File: src/rtl/rslm_pkg.sv
// Shared constants and types for the RTP stream loss monitor.
`timescale 1ns / 1ps

package rslm_pkg;

    // Header layout and codec constants
    localparam int unsigned RtpHdrBytes  = 12;
    localparam int unsigned ExtHdrBytes  = 4;
    localparam int unsigned G723SidBytes = 4;
    localparam int unsigned RtpVersion2  = 2;

    // Reciprocal of 10 for a 16-bit dividend: q = (x * 52429) >> 19
    localparam int unsigned Recip10      = 52429;
    localparam int unsigned Recip10Shift = 19;

    // Payload types with voice-frame checks
    localparam logic [6:0] PtPcmu  = 7'd0;
    localparam logic [6:0] PtG723  = 7'd4;
    localparam logic [6:0] PtPcma  = 7'd8;
    localparam logic [6:0] PtG722  = 7'd9;
    localparam logic [6:0] PtG728  = 7'd15;
    localparam logic [6:0] PtG729  = 7'd18;

    // Stream widths
    localparam int unsigned InDataW  = 96;
    localparam int unsigned OutDataW = 56;

    // One decoded RTP header
    typedef struct packed {
        logic        ext_captured;
        logic [15:0] ext_length_word;
        logic [15:0] app_length;
        logic [31:0] sync_source;
        logic [15:0] seq_num;
        logic [6:0]  payload_type;
        logic        marker_bit;
        logic [3:0]  csrc_count;
        logic        has_extension;
        logic [1:0]  hdr_version;
        logic        from_source;
    } t_in_item;

    // Result of payload stripping and voice classification
    typedef struct packed {
        logic        strip_ok;   // csrc bytes below app length
        logic [15:0] pay_bytes;
        logic        silent;
        logic        talk_end;
    } t_pay_info;

    // One result item
    typedef struct packed {
        logic        still_tracking;
        logic [31:0] dir_loss_count;
        logic        dir_reordered;
        logic        dir_silent;
        logic        talkspurt_end;
        logic [15:0] payload_bytes;
    } t_out_item;

endpackage

File: src/rtl/rslm_payload.sv
// Header stripping and voice payload silence / talkspurt classification.
`timescale 1ns / 1ps

module rslm_payload (
    input  logic [15:0]         i_app_length,
    input  logic [3:0]          i_csrc_count,
    input  logic                i_has_extension,
    input  logic                i_ext_captured,
    input  logic [15:0]         i_ext_length_word,
    input  logic [6:0]          i_payload_type,
    input  logic                i_marker_bit,
    output rslm_pkg::t_pay_info o_info
);
    import rslm_pkg::*;

    logic [5:0]  csrc_bytes;
    logic [16:0] hdr_bytes;
    logic [16:0] ext_bytes;
    logic [15:0] len_base;
    logic [15:0] len_final;
    logic [31:0] recip_prod;
    logic [12:0] quot;
    logic [16:0] quot_x10;
    logic [16:0] rem10;
    logic        not_frame;
    logic        is_frame_pt;
    logic        is_g723;
    logic        silent;

    // Header byte counts
    assign csrc_bytes = {i_csrc_count, 2'b00};
    assign hdr_bytes  = 17'(RtpHdrBytes) + 17'(csrc_bytes);
    assign ext_bytes  = 17'(ExtHdrBytes) + 17'(i_ext_length_word);

    // Saturating strip of fixed header, CSRC words and extension
    always_comb begin
        len_base  = ({1'b0, i_app_length} > hdr_bytes) ?
                    16'({1'b0, i_app_length} - hdr_bytes) : 16'd0;
        len_final = len_base;
        if (i_has_extension && i_ext_captured) begin
            len_final = ({1'b0, len_base} > ext_bytes) ?
                        16'({1'b0, len_base} - ext_bytes) : 16'd0;
        end
    end

    // Remainder by 10 through reciprocal multiply
    assign recip_prod = 32'(len_final) * 32'(Recip10);
    assign quot       = recip_prod[31:Recip10Shift];
    assign quot_x10   = {1'b0, quot, 3'b000} + {3'b000, quot, 1'b0};
    assign rem10      = {1'b0, len_final} - quot_x10;
    assign not_frame  = (rem10 != 17'd0);

    // Payload type decode
    always_comb begin
        is_frame_pt = 1'b0;
        is_g723     = 1'b0;
        case (i_payload_type)
            PtPcmu, PtPcma, PtG722, PtG728, PtG729: is_frame_pt = 1'b1;
            PtG723:                                  is_g723     = 1'b1;
            default: ;
        endcase
    end

    always_comb begin
        silent = 1'b0;
        if (is_frame_pt) begin
            silent = (len_final == 16'd0) || not_frame;
        end else if (is_g723) begin
            silent = (len_final == 16'd0) || (len_final == 16'(G723SidBytes));
        end
    end

    assign o_info.strip_ok  = ({10'd0, csrc_bytes} < i_app_length);
    assign o_info.pay_bytes = len_final;
    assign o_info.silent    = silent;
    assign o_info.talk_end  = (is_frame_pt || is_g723) && (silent || i_marker_bit);

endmodule

File: src/rtl/rtp_stream_loss_monitor.sv
// Top level: per-direction RTP sequence loss, reorder and silence tracking.
`timescale 1ns / 1ps
// Result path: input reg, then result reg; the result reg loads once it is empty or being read.
// Throughput: one item per cycle while the receiver takes results; the per-direction state is
//   read and written between the two registers, so consecutive items see each other's updates.
// Reset (synchronous, active low): tracking live, all sequence, SSRC, loss counts and
//   marks cleared, both item registers empty.

module rtp_stream_loss_monitor (
    input  logic                           i_clk,
    input  logic                           i_rst_n,
    input  logic                           s_axis_tvalid,
    output logic                           s_axis_tready,
    // tdata, low bit up: hdr_version[1:0], has_extension, csrc_count[3:0], marker_bit,
    // payload_type[6:0], seq_num[15:0], sync_source[31:0], app_length[15:0],
    // ext_length_word[15:0], ext_captured
    input  logic [rslm_pkg::InDataW-1:0]   s_axis_tdata,
    // tuser: from_source
    input  logic                           s_axis_tuser,
    output logic                           m_axis_tvalid,
    input  logic                           m_axis_tready,
    // tdata, low bit up: still_tracking, dir_loss_count[31:0], dir_reordered,
    // dir_silent, talkspurt_end, payload_bytes[15:0], zero fill[3:0]
    output logic [rslm_pkg::OutDataW-1:0]  m_axis_tdata
);
    import rslm_pkg::*;

    // Item registers
    logic      r_in_vld;
    t_in_item  r_in;
    logic      r_out_vld;
    t_out_item r_out;

    // Per-direction state, index 1 = source side
    logic        r_track_live;
    logic [15:0] r_prev_seq  [2];
    logic [31:0] r_prev_ssrc [2];
    logic [31:0] r_lost      [2];
    logic        r_reorder   [2];
    logic        r_silence   [2];

    logic        adv;
    logic        in_acc;
    t_in_item    in_item;
    t_pay_info   pay;

    logic        d;
    logic        proc;
    logic        first_pkt;
    logic        ext_bad;
    logic        fail;
    logic        upd;
    logic [16:0] seq_expect;
    logic [31:0] gap;
    logic [31:0] n_lost;
    logic        n_reorder;
    logic        n_silence_d;
    logic        n_track_live;
    t_out_item   n_out;

    // Handshake
    assign adv           = r_in_vld && (!r_out_vld || m_axis_tready);
    assign s_axis_tready = !r_in_vld || adv;
    assign in_acc        = s_axis_tvalid && s_axis_tready;
    assign m_axis_tvalid = r_out_vld;

    // Input unpack
    assign in_item.hdr_version     = s_axis_tdata[1:0];
    assign in_item.has_extension   = s_axis_tdata[2];
    assign in_item.csrc_count      = s_axis_tdata[6:3];
    assign in_item.marker_bit      = s_axis_tdata[7];
    assign in_item.payload_type    = s_axis_tdata[14:8];
    assign in_item.seq_num         = s_axis_tdata[30:15];
    assign in_item.sync_source     = s_axis_tdata[62:31];
    assign in_item.app_length      = s_axis_tdata[78:63];
    assign in_item.ext_length_word = s_axis_tdata[94:79];
    assign in_item.ext_captured    = s_axis_tdata[95];
    assign in_item.from_source     = s_axis_tuser;

    // Payload stripping and codec checks
    rslm_payload u_payload (
        .i_app_length      (r_in.app_length),
        .i_csrc_count      (r_in.csrc_count),
        .i_has_extension   (r_in.has_extension),
        .i_ext_captured    (r_in.ext_captured),
        .i_ext_length_word (r_in.ext_length_word),
        .i_payload_type    (r_in.payload_type),
        .i_marker_bit      (r_in.marker_bit),
        .o_info            (pay)
    );

    // Tracking decisions
    assign d         = r_in.from_source;
    assign proc      = r_track_live && (r_in.hdr_version == 2'(RtpVersion2));
    assign first_pkt = (r_prev_seq[d] == 16'd0);
    assign ext_bad   = r_in.has_extension &&
                       ((r_in.ext_length_word > r_in.app_length) ||
                        ((r_in.app_length >= 16'(ExtHdrBytes)) &&
                         (r_in.ext_length_word < 16'(r_in.app_length - 16'(ExtHdrBytes)))));
    assign fail      = proc && !first_pkt &&
                       ((r_in.sync_source == 32'd0) ||
                        (r_prev_ssrc[d] != r_in.sync_source) || ext_bad);
    assign upd       = proc && !first_pkt && !fail;

    // Sequence step: gap, backward step or in order
    assign seq_expect = {1'b0, r_prev_seq[d]} + 17'd1;
    assign gap        = 32'(r_in.seq_num) - 32'(r_prev_seq[d]) - 32'd1;

    always_comb begin
        n_lost    = r_lost[d];
        n_reorder = r_reorder[d];
        if (upd && (seq_expect != {1'b0, r_in.seq_num})) begin
            if (r_in.seq_num < r_prev_seq[d]) begin
                if (r_lost[d] != 32'd0) begin
                    n_lost    = r_lost[d] - 32'd1;
                    n_reorder = 1'b1;
                end
            end else if (r_in.seq_num > r_prev_seq[d]) begin
                n_lost = r_lost[d] + gap;
            end
        end
    end

    always_comb begin
        n_silence_d = r_silence[d];
        if (fail) begin
            n_silence_d = 1'b0;
        end else if (upd && pay.strip_ok && pay.silent) begin
            n_silence_d = 1'b1;
        end
    end

    assign n_track_live = r_track_live && !fail;

    // Result assembly
    always_comb begin
        n_out.still_tracking = n_track_live;
        n_out.dir_loss_count = n_lost;
        n_out.dir_reordered  = n_reorder;
        n_out.dir_silent     = n_silence_d;
        n_out.talkspurt_end  = upd && pay.strip_ok && pay.talk_end;
        n_out.payload_bytes  = (upd && pay.strip_ok) ? pay.pay_bytes : 16'd0;
    end

    // Item registers
    always_ff @(posedge i_clk) begin
        if (!i_rst_n) begin
            r_in_vld  <= 1'b0;
            r_out_vld <= 1'b0;
        end else begin
            if (s_axis_tready) begin
                r_in_vld <= s_axis_tvalid;
            end
            if (adv) begin
                r_out_vld <= 1'b1;
            end else if (m_axis_tready) begin
                r_out_vld <= 1'b0;
            end
        end
    end

    always_ff @(posedge i_clk) begin
        if (in_acc) begin
            r_in <= in_item;
        end
        if (adv) begin
            r_out <= n_out;
        end
    end

    // Flow state update
    always_ff @(posedge i_clk) begin
        if (!i_rst_n) begin
            r_track_live <= 1'b1;
            for (int i = 0; i < 2; i++) begin
                r_prev_seq[i]  <= '0;
                r_prev_ssrc[i] <= '0;
                r_lost[i]      <= '0;
                r_reorder[i]   <= 1'b0;
                r_silence[i]   <= 1'b0;
            end
        end else if (adv) begin
            r_track_live <= n_track_live;
            if (fail) begin
                r_silence[0] <= 1'b0;
                r_silence[1] <= 1'b0;
            end else begin
                r_silence[d] <= n_silence_d;
            end
            if (proc && !fail) begin
                r_prev_seq[d]  <= r_in.seq_num;
                r_prev_ssrc[d] <= r_in.sync_source;
            end
            r_lost[d]    <= n_lost;
            r_reorder[d] <= n_reorder;
        end
    end

    // Output pack
    assign m_axis_tdata = {4'd0, r_out.payload_bytes, r_out.talkspurt_end, r_out.dir_silent,
                           r_out.dir_reordered, r_out.dir_loss_count, r_out.still_tracking};

    // Checks
    a_stop_sticky: assert property (@(posedge i_clk) disable iff (!i_rst_n)
        !r_track_live |=> !r_track_live)
        else $error("tracking resumed after stop");

    a_stopped_quiet: assert property (@(posedge i_clk) disable iff (!i_rst_n)
        (r_out_vld && !r_out.still_tracking) |->
        (!r_out.talkspurt_end && (r_out.payload_bytes == 16'd0)))
        else $error("stopped flow produced payload result");

    a_reorder_sticky: assert property (@(posedge i_clk) disable iff (!i_rst_n)
        (r_reorder[0] && r_reorder[1]) |=> (r_reorder[0] && r_reorder[1]))
        else $error("reorder mark cleared");

    a_stop_clears_silence: assert property (@(posedge i_clk) disable iff (!i_rst_n)
        (adv && fail) |=> (!r_silence[0] && !r_silence[1] && !r_track_live))
        else $error("stop did not clear silence marks");

endmodule

File: config.mk
export PLATFORM = sky130hd
export DESIGN_NAME = rtp_stream_loss_monitor
export DESIGN_NICKNAME = d
export VERILOG_FILES = /design/src/rtl/rslm_pkg.sv /design/src/rtl/rslm_payload.sv /design/src/rtl/rtp_stream_loss_monitor.sv
export SDC_FILE = /design/constraint.sdc
export NUM_CORES = 1
export LEC_CHECK = 0
export BUFFER_PORTS_ARGS = -buffer_cell sky130_fd_sc_hd__buf_4
export CORE_MARGIN = 5
export CORE_UTILIZATION = 39
export CTS_CLUSTER_DIAMETER = 150
export DETAILED_ROUTE_END_ITERATION = 12
export GPL_ROUTABILITY_DRIVEN = 0
export MAX_ROUTING_LAYER = met4
export SYNTH_ARGS = -nofsm -noshare
export SYNTH_HDL_FRONTEND = slang
export SYNTH_SLANG_ARGS = --single-unit
File: constraint.sdc
create_clock -name i_clk -period 16 [get_ports i_clk]
set_input_delay 0.8 -clock i_clk [delete_from_list [all_inputs] [get_ports i_clk]]
set_output_delay 0.8 -clock i_clk [all_outputs]
set_load 0.03 [all_outputs]
Word-level counts from Yosys, hierarchy flattened
Memory sizes are Yosys's and may differ from the RTL's. A register that Yosys moved wholly into a read port is not among the register bits.
Index checks and enable logic that the tools add are counted.
{"block": "word_totals", "reg_bits": 152, "mem_bits_rw": 164, "output_inout_bits": 58, "n_memories": 5}
{"name": "r_lost", "depth": 2, "width": 32, "rd": 1, "rd_clocked_by_memory_dff": 1, "wr": 2, "line": "rtp_stream_loss_monitor.sv:38", "text": "logic [31:0] r_lost [2];"}
{"name": "r_prev_ssrc", "depth": 2, "width": 32, "rd": 1, "rd_clocked_by_memory_dff": 1, "wr": 2, "line": "rtp_stream_loss_monitor.sv:37", "text": "logic [31:0] r_prev_ssrc [2];"}
{"name": "r_prev_seq", "depth": 2, "width": 16, "rd": 1, "rd_clocked_by_memory_dff": 1, "wr": 2, "line": "rtp_stream_loss_monitor.sv:36", "text": "logic [15:0] r_prev_seq [2];"}
{"name": "r_reorder", "depth": 2, "width": 1, "rd": 1, "rd_clocked_by_memory_dff": 1, "wr": 2, "line": "rtp_stream_loss_monitor.sv:39", "text": "logic r_reorder [2];"}
{"name": "r_silence", "depth": 2, "width": 1, "rd": 1, "rd_clocked_by_memory_dff": 1, "wr": 2, "line": "rtp_stream_loss_monitor.sv:40", "text": "logic r_silence [2];"}
{"block": "op_classes", "addsub": 12, "mul": 1, "order_cmp": 8, "eq_ne": 9, "n_mux": 56, "bitwise": 2, "reduce_logical": 42}
{"operator": "32-bit two-way mux", "count": 6}
{"operator": "16-bit two-way mux", "count": 4}
{"operator": "32-bit OR reduction", "count": 2}
{"operator": "1-bit two-way mux", "count": 46}
{"operator": "16-bit by 17-bit > comparator with 1-bit output", "count": 2}
{"operator": "32-bit adder", "count": 1}
{"operator": "16-bit > comparator", "count": 2}
{"operator": "16-bit zero test", "count": 2}
{"operator": "32-bit zero test", "count": 1}
{"operator": "16-bit < comparator", "count": 2}
{"operator": "16-bit by 16-bit multiplier with 32-bit output, second input constant", "count": 1}
{"operator": "32-bit != test", "count": 1}
{"operator": "32-bit nonzero test", "count": 1}
{"operator": "16-bit subtractor", "count": 2}
{"operator": "32-bit by 1-bit subtractor with 32-bit output, second input constant", "count": 1}
{"operator": "7-bit by 4-bit == test with 1-bit output, second input constant", "count": 3}
{"operator": "17-bit by 2-bit subtractor with 18-bit output, second input constant", "count": 1}
{"operator": "16-bit by 1-bit adder with 17-bit output, second input constant", "count": 1}
{"operator": "16-bit by 14-bit adder with 17-bit output", "count": 1}
{"operator": "3-bit by 16-bit adder with 17-bit output, first input constant", "count": 1}
{"operator": "17-bit by 16-bit != test with 1-bit output", "count": 1}
{"operator": "17-bit nonzero test", "count": 1}
{"operator": "16-bit by 16-bit subtractor with 17-bit output", "count": 1}
{"operator": "16-bit by 17-bit subtractor with 17-bit output", "count": 1}
{"operator": "other kinds (17)", "count": 45}

Depth between registers and ports, before layout
Gate-level depths: netlist (run 1).
{"block": "logic_depth", "depth_word": 16, "depth_mapped": 61, "ltp_nobuf": 60}

Modules after synthesis
A second synthesis (run 1) with hierarchy kept.
{"block": "hier_totals", "cells_unflattened": 2618, "area_unflattened_um2": 26296.5}
{"mod": "rtp_stream_loss_monitor", "n_inst": 1, "cells_per_inst": 1696, "area_each_um2": 18512.8, "seq_area_each_um2": 9459.1}
{"mod": "rslm_payload", "n_inst": 1, "cells_per_inst": 922, "area_each_um2": 7783.7, "seq_area_each_um2": 0.0}

Worst setup path before layout (run 1)
Ideal clock, no wire load.
{"block": "synth_path", "kind": "reg-to-reg", "startpoint": "reg r_in[4] (netlist bit)", "endpoint": "reg r_out (netlist bit m_axis_tdata[35]) (data pin)", "arrival_time_ps": 12992, "required_ps": 15730, "path_slack_ps": 2738, "path_stages_with_launch": 60, "synth_period_minus_slack_ps": 13262, "cell_sequence": "edfxtp_1 -> inv_1 -> ha_1 -> nand3b_1 -> ha_1 -> and3_1 -> a21boi_0 -> or3_1 -> clkbuf_1 -> a21oi_1 -> clkbuf_1 -> nor2_1 -> ha_1 -> clkbuf_1 -> nand4_1 -> nor4_1 -> nand2b_1 -> a211oi_1 -> [24 not listed] -> nor2b_1 -> nor2_1 -> xnor2_1 -> inv_1 -> fa_1 -> inv_1 -> ha_1 -> a21oi_1 -> nor2b_1 -> o21a_1 -> o31a_1 -> o21a_1 -> nor4_1 -> o2111ai_1 -> nor4_1 -> nand4b_1 -> o21ai_1 -> a221oi_2"}
{"element": "start: declaration", "line": "rtp_stream_loss_monitor.sv:30", "text": "t_in_item r_in;"}
{"element": "start signal: assignment", "line": "rtp_stream_loss_monitor.sv:164", "text": "r_in <= in_item;"}
{"element": "end signal: assignment", "line": "rtp_stream_loss_monitor.sv:167", "text": "r_out <= n_out;"}
{"element": "end: declaration", "line": "rtp_stream_loss_monitor.sv:32", "text": "t_out_item r_out;"}

==> flow_summary.rst, run 1 <==
.. list-table::
   :header-rows: 1

   * - Metric
     - Value
   * - Run status
     - finished clean
   * - Max-cap check violation count
     - 0
   * - DRC marker count from the first detailed-route iteration
     - 1,313
   * - Worst Hold Class
     - primary input to flop
   * - Residual antenna-violating net count after detailed routing
     - 0
   * - Number of global-route vias before repair
     - 19,789
   * - Maximum number of pins on one net before global-route repair
     - 59
   * - Count of H-tree levels built during CTS
     - 2
   * - Die height
     - 265 um
   * - Number of setup violations in the final report
     - 0
   * - Count of unique library cells instantiated by Yosys
     - 98
   * - Levels on crit path
     - 57
   * - Setup slack on the worst flop-to-flop path
     - 1030 ps
   * - Placeable Area
     - 0.0645 mm2
   * - Half-perimeter wire length of the detailed placement result
     - 52,300 um
   * - Most used cells in the layout excluding fill and tap cells
     - 311 x edfxtp_1, 304 x inv_1, 266 x ha_1
   * - R2R Path Start
     - r_in[4]
   * - Number of nets at the end of the flow
     - 3,117
   * - Met2 usage
     - 0.314
   * - Worst slew margin relative to its limit
     - 0.239
   * - TritonCTS sink count
     - 317
   * - Top fanout value on the critical path
     - 13
   * - Buffer and inverter count on the worst path
     - 8
   * - Total via count after detailed routing
     - 19,321
   * - Number of antenna violations at the first check in global routing
     - 1
   * - CTS root buf
     - clkbuf_16
   * - End of the worst register-to-register path
     - r_silence[0]
   * - Most crowded layer after global routing
     - met2
   * - Die footprint
     - 0.0704 mm2
   * - Synth Flop Type
     - edfxtp_1
   * - Most Frequent Cell on Critical Path
     - inv_1
   * - Post-synthesis instance total
     - 2,499
   * - RSZ-0062 raised after global routing
     - false
   * - Sum of negative setup slack
     - 0 ps
   * - Arrival @ worst endpoint
     - 15,240 ps
   * - Routed vias/inst
     - 5.46
   * - Count of boundary I/O pins
     - 159
   * - Number of remaining DRC errors
     - 0
   * - Proportion of synthesized chip area in sequential cells
     - 0.372
   * - Maximum buffer depth of the clock tree
     - 3
   * - Achievable frequency
     - 0.0668 GHz
   * - Fraction of met3 tracks used by global routing
     - 0.0287
   * - Final hold violation count
     - 0
   * - Cell types with the largest area share after synthesis
     - edfxtp_1 37%, ha_1 13%, fa_1 7.6%
   * - Avg Synthesized Cell Area
     - 10.2 um2
   * - Post-Route WL
     - 68,600 um
   * - Relative area change from synthesis to final layout
     - 13.6%
   * - Final count of pins violating max slew
     - 0
   * - Worst Reg2Reg Path Length in Cells
     - 57
   * - DR pass1 iterations
     - 6
   * - Filler Cell Count
     - 6,174
   * - Total global routing track utilization
     - 0.195
   * - Async set or reset register ratio after synthesis
     - 0
   * - Quantity of I/O buffers inserted on ports
     - 154
   * - Met1 layer usage reported by global route
     - 0.261
   * - Critical path's slowest cell
     - fa_1
   * - Number of enable flip-flop cells after synthesis
     - 311
   * - Initial cell density of the core
     - 0.394
   * - Post-synth design cell area
     - 0.0254 mm2
   * - Clock Skew
     - 35.7 ps
   * - Share of cells above drive strength 1
     - 0.113
   * - Per-cell routed wire length
     - 19.4 um
   * - Number of stages on the worst hold path
     - 1
   * - Total of flip-flops plus latches after synthesis
     - 317
   * - Proportion of netlist area held by the largest area contributor
     - 0.367
   * - Nature of the critical path endpoint
     - flop
   * - Overall overflow remaining after global route
     - 0
   * - Cell taking the most area after synthesis
     - edfxtp_1
   * - Cts bufs inserted
     - 38
   * - Wire length of the first global-routing pass
     - 108,000 um
   * - Fraction of the cycle the final worst path needs
     - 0.936
   * - Die Wd
     - 265 um
   * - Number of rows in the core area
     - 93
   * - Critical path's top delay family
     - adder cells
   * - Clock Latency Late Sink
     - 580 ps
   * - Actual slew at the worst max-slew pin
     - 1130 ps
   * - Longest individual stage delay on the worst path
     - 540 ps
   * - Worst min-delay path endpoint
     - r_in[3]
   * - Hold path startpoint
     - s_axis_tdata[2]
   * - Most frequent standard cell in the layout excluding fill and tap cells
     - edfxtp_1
   * - Final core utilization
     - 0.448
   * - Type of origin of the critical path
     - flop
   * - Post-route minimum period
     - 14,970 ps
   * - Required @ worst endpoint
     - 16,270 ps
   * - Synth warnings
     - 0
   * - Clock tree from TritonCTS
     - yes
   * - Clock transition at the register clock pins on the worst setup and hold paths after CTS
     - 70 ps
   * - Setup fix buffers added after clock tree synthesis
     - 0
   * - Critical path class
     - flop to flop
## state kept, by name (all words and copies together), names as in the netlist, named ones only
name,count
r_prev_ssrc,64
r_silence,2
r_reorder,2
r_prev_seq,32
d,1
m_axis_tdata,52
r_in_vld,1
r_track_live,1
m_axis_tvalid,1
r_in,96
r_lost,64
## metrics by stage
step / setup slack [ps] / area [um2] / cells / hold WS (ps)
final: 1030 / 28900 / 3536 / 394
after global routing: 52.6 / 28900 / 3536 / 374
after CTS: 667 / 28800 / 3535 / 361
after detailed placement: 762 / 27500 / 3469 / 469
after global placement: 1160 / 27500 / 3469 / 455
after floorplan: 2740 / 25400 / 2502 / 431
## cell type report
cell class,instances,area [um2],share of cell area
Multi-Input combinational cell,1817,14600,0.506
Sequential cell,317,9460,0.328
Timing Repair Buffer,174,1310,0.0453
Inverter,306,1150,0.0398
Tap cell,855,1070,0.0371
Clock buffer,46,1000,0.0347
Clock inverter,20,275,0.00954
Antenna cell,1,2.50,0.0000867
## cell families (layout without fill, tap and decap cells)
group | Yosys count | in the layout | share of synthesized area
compound gates | 442 | 442 | 0.114
xor+xnor | 167 | 167 | 0.0576
fa+ha+maj | 362 | 362 | 0.207
buf+inv | 368 | 546 | 0.0579
flops | 317 | 317 | 0.372
mux | 86 | 86 | 0.0351
other cells | 1 | 5 | 0.000148
simple gates | 756 | 756 | 0.157
## per-layer routing
layer / up-vias / share of wire
met5: - / 0
met4: 0 / 0.027
met3: 133 / 0.051
met2: 548 / 0.46
met1: 9442 / 0.46
li1: 9198 / -
## Yosys cell counts, types with 15 or more instances
library cell / number
edfxtp_1: 311
inv_1: 304
mux2_2: 15
nor3_1: 65
and2_1: 112
a211oi_1: 16
nor4_1: 34
nand4_1: 43
xor2_1: 66
clkbuf_1: 38
o21ai_0: 88
o21bai_1: 18
a21oi_1: 130
nand2_1: 113
nor3b_1: 19
a31oi_1: 15
and3_1: 20
fa_1: 96
a21o_1: 33
nor2_1: 192
nor2b_1: 19
ha_1: 266
mux2i_1: 68
or3_1: 22
nand2b_1: 22
xnor2_1: 101
o21a_1: 23
nand3_1: 41
## worst max path at each step
stage                     startpoint                to  slack, ps
after global routing         r_in[4]      r_silence[0]         50
after global placement       r_in[4]  m_axis_tdata[35]       1160
after CTS                    r_in[5]      r_silence[0]        670
final                        r_in[4]      r_silence[0]       1030
after detailed placement     r_in[5]      r_silence[0]        760
after floorplan              r_in[4]  m_axis_tdata[35]       2740
## timing repair
action,4_1_cts,5_1_grt
setup endpoints to repair,0,4
hold endpoints to repair,0,0
resized for setup,0,7
hold buffers,0,0
## worst register-to-register path, delay by kind of cell (launching register included)
| kind | cells | cell delay (ps) |
|---|---|---|
| adders and majority gates | 12 | 5070 |
| AOI/OAI and AO/OA | 17 | 4320 |
| and+or+nand+nor | 18 | 3680 |
| buffers and inverters | 8 | 660 |
| xor gates and xnor gates | 2 | 490 |
| DFF | 1 | 410 |
Power of run 1 is not shown: default switching activity piles up to over one toggle a cycle in this logic, so the estimate is an artifact.
==> run 2: changes to the inputs <==
- ABC_AREA: not set -> 1
- BUFFER_PORTS_ARGS: -buffer_cell sky130_fd_sc_hd__buf_4 -> -buffer_cell sky130_fd_sc_hd__buf_2
- GPL_ROUTABILITY_DRIVEN: 0 -> 1
==> flow_summary.rst, run 2 <==
.. list-table::
   :header-rows: 1

   * - Metric
     - Value
   * - Clock tree from TritonCTS
     - yes
   * - Critical path class
     - flop to flop
   * - TritonCTS sink count
     - 317
   * - Overall overflow remaining after global route
     - 0
   * - Actual slew at the worst max-slew pin
     - 1100 ps
   * - DR pass1 iterations
     - 5
   * - Required @ worst endpoint
     - 16,310 ps
   * - Proportion of netlist area held by the largest area contributor
     - 0.360
   * - Number of antenna violations at the first check in global routing
     - 2
   * - Count of boundary I/O pins
     - 159
   * - Cts repair resizes
     - 0
   * - DRC marker count from the first detailed-route iteration
     - 1,250
   * - Die footprint
     - 0.0717 mm2
   * - Number of rows in the core area
     - 94
   * - Max-cap check violation count
     - 0
   * - Synth warnings
     - 0
   * - Post-synthesis instance total
     - 2,971
   * - Count of H-tree levels built during CTS
     - 2
   * - Number of placed cells counting well taps
     - 3,954
   * - Longest individual stage delay on the worst path
     - 900 ps
   * - Placeable Area
     - 0.0659 mm2
   * - Nature of the critical path endpoint
     - flop
   * - Proportion of synthesized chip area in sequential cells
     - 0.365
   * - Die Wd
     - 268 um
   * - Top register by number of flip-flops
     - r_in
   * - Registers with the highest flip-flop counts
     - r_in (96), r_lost (64), r_prev_ssrc (64)
   * - Top fanout value on the critical path
     - 12
   * - Maximum buffer depth of the clock tree
     - 3
   * - Count of unique library cells instantiated by Yosys
     - 62
   * - Cell types with the largest area share after synthesis
     - edfxtp_1 36%, ha_1 13%, fa_1 7.4%
   * - Avg Synthesized Cell Area
     - 8.73 um2
   * - CTS root buf
     - clkbuf_16
   * - Routed vias/inst
     - 4.98
   * - Maximum number of pins on one net before global-route repair
     - 70
   * - Final instance count without filler cells
     - 4,024
   * - Worst slew margin relative to its limit
     - 0.261
   * - Number of global-route vias before repair
     - 20,091
   * - Filler Cell Count
     - 6,590
   * - Residual antenna-violating net count after detailed routing
     - 0
   * - Arrival @ worst endpoint
     - 13,760 ps
   * - Most used standard cell by instance count after synthesis
     - nand2_1
   * - Clock Latency Late Sink
     - 570 ps
   * - Async set or reset register ratio after synthesis
     - 0
   * - Share of cells above drive strength 1
     - 0.115
   * - Achievable frequency
     - 0.0744 GHz
   * - Number of nets at the end of the flow
     - 3,593
   * - Clock transition at the register clock pins on the worst setup and hold paths after CTS
     - 60 ps
   * - R2R Path Start
     - r_in[4]
   * - Most Frequent Cell on Critical Path
     - nand2_1
   * - Final count of pins violating max slew
     - 0
   * - Cell taking the most area after synthesis
     - edfxtp_1
   * - Hold Buf Count CTS
     - 0
   * - Number of flip-flops in the largest register
     - 96
   * - Fraction of the cycle the final worst path needs
     - 0.841
   * - RSZ-0062 raised after global routing
     - false
   * - Initial cell density of the core
     - 0.394
   * - Type of origin of the critical path
     - flop
   * - Commonest cells in the synthesized netlist
     - 485 x nand2_1, 483 x inv_1, 352 x nor2_1
   * - Total of flip-flops plus latches after synthesis
     - 317
   * - Clock Skew
     - 18.5 ps
   * - Total global routing track utilization
     - 0.197
   * - Number of setup violations in the final report
     - 0
   * - Run status
     - finished clean
   * - Post-synth design cell area
     - 0.0259 mm2
   * - Cts bufs inserted
     - 38
   * - Most used cells in the layout excluding fill and tap cells
     - 481 x inv_1, 481 x nand2_1, 352 x nor2_1
   * - Post-route cell area
     - 0.0288 mm2
   * - Number of enable flip-flop cells after synthesis
     - 311
   * - Quantity of I/O buffers inserted on ports
     - 154
   * - Sum of negative setup slack
     - 0 ps
   * - Worst Hold Class
     - primary input to flop
   * - Half-perimeter wire length of the detailed placement result
     - 53,300 um
   * - Wire length of the first global-routing pass
     - 109,000 um
   * - Per-cell routed wire length
     - 17.1 um
   * - Setup fix buffers added after clock tree synthesis
     - 0
   * - Die height
     - 268 um
   * - Critical path's slowest cell
     - o21ai_0
   * - Final hold violation count
     - 0
   * - Relative area change from synthesis to final layout
     - 11.1%
   * - Worst setup path start
     - r_in[4]
   * - Synth Flop Type
     - edfxtp_1
   * - Worst hold slack
     - 399 ps
   * - Number of remaining DRC errors
     - 0
   * - Last weighted congestion value of the routability-driven placer
     - 0.943
   * - Post-route minimum period
     - 13,450 ps
   * - Hold path startpoint
     - s_axis_tdata[93]
   * - Instance area after placement
     - 0.0276 mm2
   * - Post-Route WL
     - 68,700 um
   * - Total via count after detailed routing
     - 20,041
## run 2: metrics by stage
stage,worst slack [ps],util
floorplan,4710,-
global placement,2850,0.419
detailed placement,2680,0.419
CTS,2600,0.437
global route,1370,0.437
finish,2550,0.437
## run 2: cell families (layout without fill, tap and decap cells)
family                     count (synthesis)  after routing  share of synthesized area
adders and majority gates                362            362                      0.202
muxes                                     13             13                    0.00545
other                                      1              6                   0.000145
DFF                                      317            317                      0.365
AOI/OAI and AO/OA                        413            413                     0.0939
xor gates and xnor gates                 167            167                     0.0564
and+or+nand+nor                         1126           1126                      0.189
buffers and inverters                    572            756                     0.0880
## run 2: final timing paths
check / to / slack [ps] / cells past startpoint
worst max-delay path: m_axis_tdata[34] / 2550 / 68
worst min-delay path: r_in[94] / 400 / 1
worst max register to register: m_axis_tdata[34] / 2550 / 68
worst min register to register: r_track_live / 460 / 2
## run 2: final cells by class
class | count | area, um2 | area share
Sequential cell | 317 | 9460 | 0.329
Clock inverter | 25 | 240 | 0.00834
Antenna cell | 2 | 5.00 | 0.000174
Clock buffer | 43 | 970 | 0.0337
Inverter | 519 | 1950 | 0.0677
Tap cell | 864 | 1080 | 0.0375
Multi-Input combinational cell | 2085 | 14200 | 0.493
Timing Repair Buffer | 169 | 883 | 0.0307
## run 2: critical path, delay by kind of cell (launching register included)
| kind | cells | cell delay [ps] |
|---|---|---|
| AO/OA/AOI/OAI | 13 | 2700 |
| XOR/XNOR | 1 | 260 |
| adder cells (fa/ha/maj) | 12 | 5000 |
| buffers and inverters | 9 | 870 |
| flip-flops | 1 | 370 |
| AND/OR/NAND/NOR | 33 | 3980 |
## run 2: per-layer routing
metal,vias up,GRT usage,share of wire
met5,-,-,0
met4,0,0.0642,0.034
met3,113,0.0282,0.045
met2,432,0.332,0.48
met1,9361,0.245,0.44
li1,10135,-,-
Power of run 2 is left out for the same reason.
